<file path="config.mk">
export PLATFORM = sky130hd
export DESIGN_NAME = ppt_skid
export DESIGN_NICKNAME = d
export VERILOG_FILES = /design/src/rtl/core/ppt_pkg.sv /design/src/rtl/core/ppt_skid.sv
export SDC_FILE = /design/constraint.sdc
export NUM_CORES = 1
export LEC_CHECK = 0
export ABC_CLOCK_PERIOD_IN_PS = 17000
export BUFFER_PORTS_ARGS = -buffer_cell sky130_fd_sc_hd__buf_2
export CAP_MARGIN = 20
export CORE_AREA = 3 3 100 102
export CTS_BUF_LIST = sky130_fd_sc_hd__clkbuf_4 sky130_fd_sc_hd__clkbuf_8
export DETAILED_ROUTE_END_ITERATION = 8
export DIE_AREA = 0 0 103 105
export GPL_TIMING_DRIVEN = 0
export MAX_ROUTING_LAYER = met4
export PLACE_DENSITY = 0.88
export SKIP_CTS_REPAIR_TIMING = 1
export SLEW_MARGIN = 20
export SYNTH_ARGS = -nofsm -noshare
export SYNTH_HDL_FRONTEND = slang
export SYNTH_SLANG_ARGS = --single-unit
</file>
<file path="constraint.sdc">
create_clock -name clk -period 17 [get_ports clk]
set_clock_uncertainty 0.15 [all_clocks]
set_input_delay 1.7 -clock clk [delete_from_list [all_inputs] [get_ports clk]]
set_output_delay 1.7 -clock clk [all_outputs]
set_load 0.02 [all_outputs]
</file>
<file path="src/rtl/core/ppt_pkg.sv">
// ----------------------------------------------------------------------------
// ppt_pkg
// Shared widths, codes and types of the projective point transform unit.
// ----------------------------------------------------------------------------
package ppt_pkg;

	localparam int COORD_WIDTH    = 16;
	localparam int COEF_W         = 32;
	localparam int PROD_W         = COEF_W + COORD_WIDTH;
	localparam int SUM_W          = PROD_W + 2;
	localparam int FRAC_SHIFT     = 22;
	localparam int OFFSET_SHIFT   = 8;
	localparam int DEN_ONE_SHIFT  = 30;
	localparam int MAG_W          = SUM_W + FRAC_SHIFT;
	localparam int Q_W            = 32;
	localparam int BITS_PER_STAGE = 2;
	localparam int DIV_STAGES     = Q_W / BITS_PER_STAGE;
	localparam int DIV_LAT        = DIV_STAGES + 2;
	localparam int CFG_IDX_W      = 3;

	localparam logic [SUM_W-1:0] DEN_ONE = SUM_W'(1) << DEN_ONE_SHIFT;

	typedef enum logic [1:0] {
		ST_OK   = 2'd0,
		ST_ZERO = 2'd1,
		ST_SAT  = 2'd2
	} map_status_t;

	typedef enum logic [CFG_IDX_W-1:0] {
		REG_A = 3'd0,
		REG_B = 3'd1,
		REG_C = 3'd2,
		REG_D = 3'd3,
		REG_E = 3'd4,
		REG_F = 3'd5,
		REG_G = 3'd6,
		REG_H = 3'd7
	} cfg_reg_t;

	typedef struct packed {
		logic signed [COEF_W-1:0] a;
		logic signed [COEF_W-1:0] b;
		logic signed [COEF_W-1:0] c;
		logic signed [COEF_W-1:0] d;
		logic signed [COEF_W-1:0] e;
		logic signed [COEF_W-1:0] f;
		logic signed [COEF_W-1:0] g;
		logic signed [COEF_W-1:0] h;
	} coef_t;

	localparam coef_t COEF_RESET = '{
		a: 32'sd16777216, b: 32'sd0, c: 32'sd0, d: 32'sd0,
		e: 32'sd16777216, f: 32'sd0, g: 32'sd0, h: 32'sd0
	};

	typedef struct packed {
		logic signed [PROD_W-1:0] au;
		logic signed [PROD_W-1:0] bv;
		logic signed [PROD_W-1:0] du;
		logic signed [PROD_W-1:0] ev;
		logic signed [PROD_W-1:0] gu;
		logic signed [PROD_W-1:0] hv;
	} prod_t;

	typedef struct packed {
		logic [MAG_W-1:0] num;
		logic [SUM_W-1:0] den;
		logic             neg;
	} div_req_t;

	typedef struct packed {
		logic [Q_W-1:0] value;
		logic           sat;
	} div_res_t;

	typedef struct packed {
		logic valid;
		logic last;
		logic zero;
	} ctl_t;

	typedef struct packed {
		map_status_t    status;
		logic           last;
		logic [Q_W-1:0] y;
		logic [Q_W-1:0] x;
	} out_t;

endpackage

</file>
<file path="src/rtl/core/ppt_skid.sv">
// ----------------------------------------------------------------------------
// ppt_skid
// Output register with a spare entry; its ready is a register.
// ----------------------------------------------------------------------------
module ppt_skid (
	input  logic          clk,
	input  logic          arst_n,
	input  logic          in_valid,
	output logic          in_ready,
	input  ppt_pkg::out_t in_data,
	output logic          out_valid,
	input  logic          out_ready,
	output ppt_pkg::out_t out_data
);
	import ppt_pkg::*;

	logic  out_valid_q;
	logic  spare_valid_q;
	out_t  out_data_q;
	out_t  spare_data_q;

	assign in_ready  = !spare_valid_q;
	assign out_valid = out_valid_q;
	assign out_data  = out_data_q;

	always_ff @(posedge clk or negedge arst_n) begin
		if (!arst_n) begin
			out_valid_q   <= 1'b0;
			spare_valid_q <= 1'b0;
		end else if (spare_valid_q) begin
			if (out_ready) begin
				spare_valid_q <= 1'b0;
			end
		end else if (!out_valid_q || out_ready) begin
			out_valid_q <= in_valid;
		end else if (in_valid) begin
			spare_valid_q <= 1'b1;
		end
	end

	always_ff @(posedge clk) begin
		if (spare_valid_q) begin
			if (out_ready) begin
				out_data_q <= spare_data_q;
			end
		end else if (!out_valid_q || out_ready) begin
			out_data_q <= in_data;
		end else begin
			spare_data_q <= in_data;
		end
	end

endmodule

</file>
Yosys cells after proc, flatten, opt, wreduce, memory -nomap -nowiden
Cells that the tools add are included.
{"block": "op_classes", "bitwise": 2, "eq_ne": 1, "n_mux": 7, "reduce_logical": 7}
{"operator": "two-way mux 67 bit", "n": 3}
{"operator": "AND reduction 2 bit", "n": 3}
{"operator": "two-way mux 1 bit", "n": 4}
{"operator": "logical NOT 1 bit", "n": 2}
{"operator": "inequality test 2 bit (second input constant)", "n": 1}
{"operator": "inverter 1 bit", "n": 2}
{"operator": "nonzero test 2 bit", "n": 1}
{"operator": "logical OR 1 bit", "n": 1}
{"block": "word_totals", "input_bits": 71, "word_cells": 27, "regBits": 136, "out_inout_bits": 69}

Longest topological paths before layout
{"block": "logic_depth", "depth_word": 4, "ltp_mapped": 4, "ltp_nobuf": 2}

Worst setup path before layout
OpenSTA, ideal clock, no wires.
{"block": "synth_timing", "path_kind": "input to register", "from": "input out_ready", "to": "register spare_data_q[0] in the netlist's numbering, enable pin", "arrival_time_ns": 6.568, "stages": 1, "t_required_ns": 16.262, "setup_slack_ns": 9.695, "cell_sequence": "nor3b_1"}
{"block": "synth_between", "elab_chain_cells": 3}
{"element": "start: declaration", "line_no": "ppt_skid.sv:12", "text": "input logic out_ready,"}
{"element": "logical OR 1 bit", "line_no": "ppt_skid.sv:46", "text": "end else if (!out_valid_q || out_ready) begin"}
{"element": "inverter 1 bit (no line)"}
{"element": "AND reduction 2 bit (no line)"}
{"element": "end signal: assignment", "line_no": "ppt_skid.sv:49", "text": "spare_data_q <= in_data;"}
{"element": "end: declaration", "line_no": "ppt_skid.sv:20", "text": "out_t spare_data_q;"}
No other way between the ends.
A chain may end at the register's enable or synchronous reset.

Worst setup path in the final report
{"block": "layout_timing", "from": "register spare_valid_q", "to": "output in_ready"}
{"block": "layout_between", "elab_chain_cells": 1}
{"element": "start: declaration", "line_no": "ppt_skid.sv:18", "text": "logic spare_valid_q;"}
{"element": "start signal: assignment", "line_no": "ppt_skid.sv:29", "text": "spare_valid_q <= 1'b0;"}
{"element": "start signal: assignment", "line_no": "ppt_skid.sv:32", "text": "spare_valid_q <= 1'b0;"}
{"element": "start signal: assignment", "line_no": "ppt_skid.sv:37", "text": "spare_valid_q <= 1'b1;"}
{"element": "logical NOT 1 bit", "line_no": "ppt_skid.sv:22", "text": "assign in_ready = !spare_valid_q;"}
{"element": "end: declaration", "line_no": "ppt_skid.sv:9", "text": "output logic in_ready,"}
No other way between the ends.

==> reports/results.txt <==
Worst Max-Slew Pin Slew: 0.805 ns
DRT iter0 DRCs: 118
Synth cell types: 13
Wire length per cell: 17.4 µm
Post-DP HPWL: 6.49 mm
Min-Delay Endpoint: out_data[59]$_DFFE_PP_
Rows: 35
Run status: complete, no violations
Vias in the first global route: 2754
Crit path time final: 3.19 ns
ANT nets after route: 0
Pre-CTS WS: 13.36 ns
Max Slew Vio Count: 0
First-pass GRT wire length: 13.9 mm
Class of the worst hold path: register to register
Leak pwr: 0.00271 µW
Vias: 2555
Post-Syn Instances: 218
Sequential-to-total area share from yosys stat: 0.772
Final setup fails: 0
Worst skew pair latency: 0.42 ns
Initial core utilization: 0.574
Final WS setup: 13.81 ns
Power Total: 786 µW
Core area: 9200 µm²
Register bit count reported by yosys: 136
F_max: 313 MHz
CTS Buffer Depth: 2
# DRC: 0
Maximum resistive drop on vdd: 72.4 µV
Mapped Nets: 289
Worst reg2reg setup slack: 14.49 ns
CTS tree: done
Total CTS buffers: 17
Drt pass-1 iters: 4
Clock-pin slew on the worst setup and hold paths: 0.08 ns
CTS H-Tree Depth: 4
Total gr overflow: 0
Setup CP Type: register to output pin
Clock sink total: 136
CP required: 15.15 ns
Die width: 103 µm
Final WL: 8.87 mm
Buffers on Ports: 139
Hold Path Depth: 1
Die area: 10800 µm²
Root Buffer: clkbuf_8
Antenna Cells: 0
Final setup TNS: 0 ns
Yosys warns: 0
Initial antenna violation count: 0
Largest net degree at the start of global routing: 24
CP arrival: 1.34 ns
Die span in y: 105 µm
GR Util All Layers: 0.177
Io pins: 140
RSZ-0062 raised after global routing: false
Netlist Area Pre-Place: 5280 µm²
Pwr/cell area: 118 nW/µm²
Final critical-path share of the clock period: 0.188
Max FO, Critical Path: 10
Reg-to-reg endpoint: spare_data_q[39]$_DFFE_PP_
Hold_sp: spare_data_q[59]$_DFFE_PP_
Max Cap Violations: 0
Critical path endpoint category: output pin
Final net count: 457
Fin. Hold Viols: 0
Startpoint Class: register
Vias/cell: 5.01
Avg Cell Area, Syn: 24.2 µm²
Worst R2R Path Depth: 6
Gp weighted congestion: 0.712
Area grow syn2layout: 25.8%
Layout cells sized above 1: 0.647
Worst r2r src: spare_valid_q$_DFF_PN0_
Max-slew headroom: 0.461
==> placed cells by master (no fill, tap or decap), types with 3 or more instances in the layout <==
cell type    n
clkbuf_8    17
buf_6        4
buf_16       3
clkinv_4     3
buf_2      139
inv_6        4
buf_4        4
buf_12       7
mux2_4      66
edfxtp_1   134
==> logic make-up after synthesis <==
| logic type | count (synthesis) | synth area share |
|---|---|---|
| mux | 67 | 0.190 |
| simple gates | 3 | 0.00380 |
| buf+inv | 9 | 0.0299 |
| flops | 136 | 0.772 |
| compound gates | 3 | 0.00403 |
==> per-layer routing <==
metal  global-route usage  vias up  part of all wire
li1                     -     1211                 -
met4               0.0527        0            0.0073
met2                0.280       97              0.51
met1                0.216     1240              0.42
met5                    -        -                 0
met3               0.0581        7             0.064
==> registers in the layout (all words and copies together), names as in the netlist <==
register,flops
out_data,67
out_valid,1
spare_data_q,67
spare_valid_q,1
==> layout make-up <==
type	instances	area [µm²]
flip-flops and latches	136	4070
fillers	555	2560
multi-input cells	73	1060
repair buffers	149	842
clock buffers	18	241
plain buffers	8	151
well taps	111	139
clock inverters	14	124
inverters	1	6.26
==> through the flow <==
step | cells | util | cell area, µm² | hold WS [ns]
after CTS | 510 | 0.722 | 6640 | 0.396
final | 510 | 0.722 | 6640 | 0.396
after global placement | 468 | 0.664 | 6110 | 0.378
after global routing | 510 | 0.722 | 6640 | 0.408
after detailed placement | 478 | 0.682 | 6270 | 0.384
after floorplan | 218 | - | 5280 | 0.373
==> worst max-delay path by stage <==
stage	startpoint	depth (start not counted)	slack, ns	to
2_1_floorplan	out_ready	1	9.69	spare_data_q[0]$_DFFE_PP_
3_3_place_gp	out_ready	2	7.35	spare_data_q[40]$_DFFE_PP_
3_5_place_dp	out_ready	5	13.36	spare_data_q[37]$_DFFE_PP_
4_1_cts	spare_valid_q$_DFF_PN0_	4	13.76	in_ready
5_1_grt	out_ready	5	13.70	spare_data_q[53]$_DFFE_PP_
6_report	spare_valid_q$_DFF_PN0_	4	13.81	in_ready
==> worst max-delay path: stages (launching register included) <==
cell     delay [ns]
dfrtp_1        0.38
buf_6          0.17
buf_12         0.16
inv_4          0.05
buf_2          0.16
==> where the power goes <==
group | switching [µW] | internal (µW)
Combinational | 66.8 | 58.8
Sequential | 8.53 | 409
Clock | 124 | 118
==> cell usage after synthesis <==
library cell,count,area (µm²)
mux2_2,1,11.3
inv_4,1,6.26
nand2b_2,1,8.76
a21oi_1,1,5.00
a22o_1,1,8.76
edfxtp_1,134,4020
dfrtp_1,2,50.1
o21bai_1,1,7.51
nor2_1,1,3.75
nor3b_1,1,7.51
buf_6,1,11.3
buf_12,7,140
mux2_4,66,991
No activity file was read; power rests on OpenSTA's default activity.
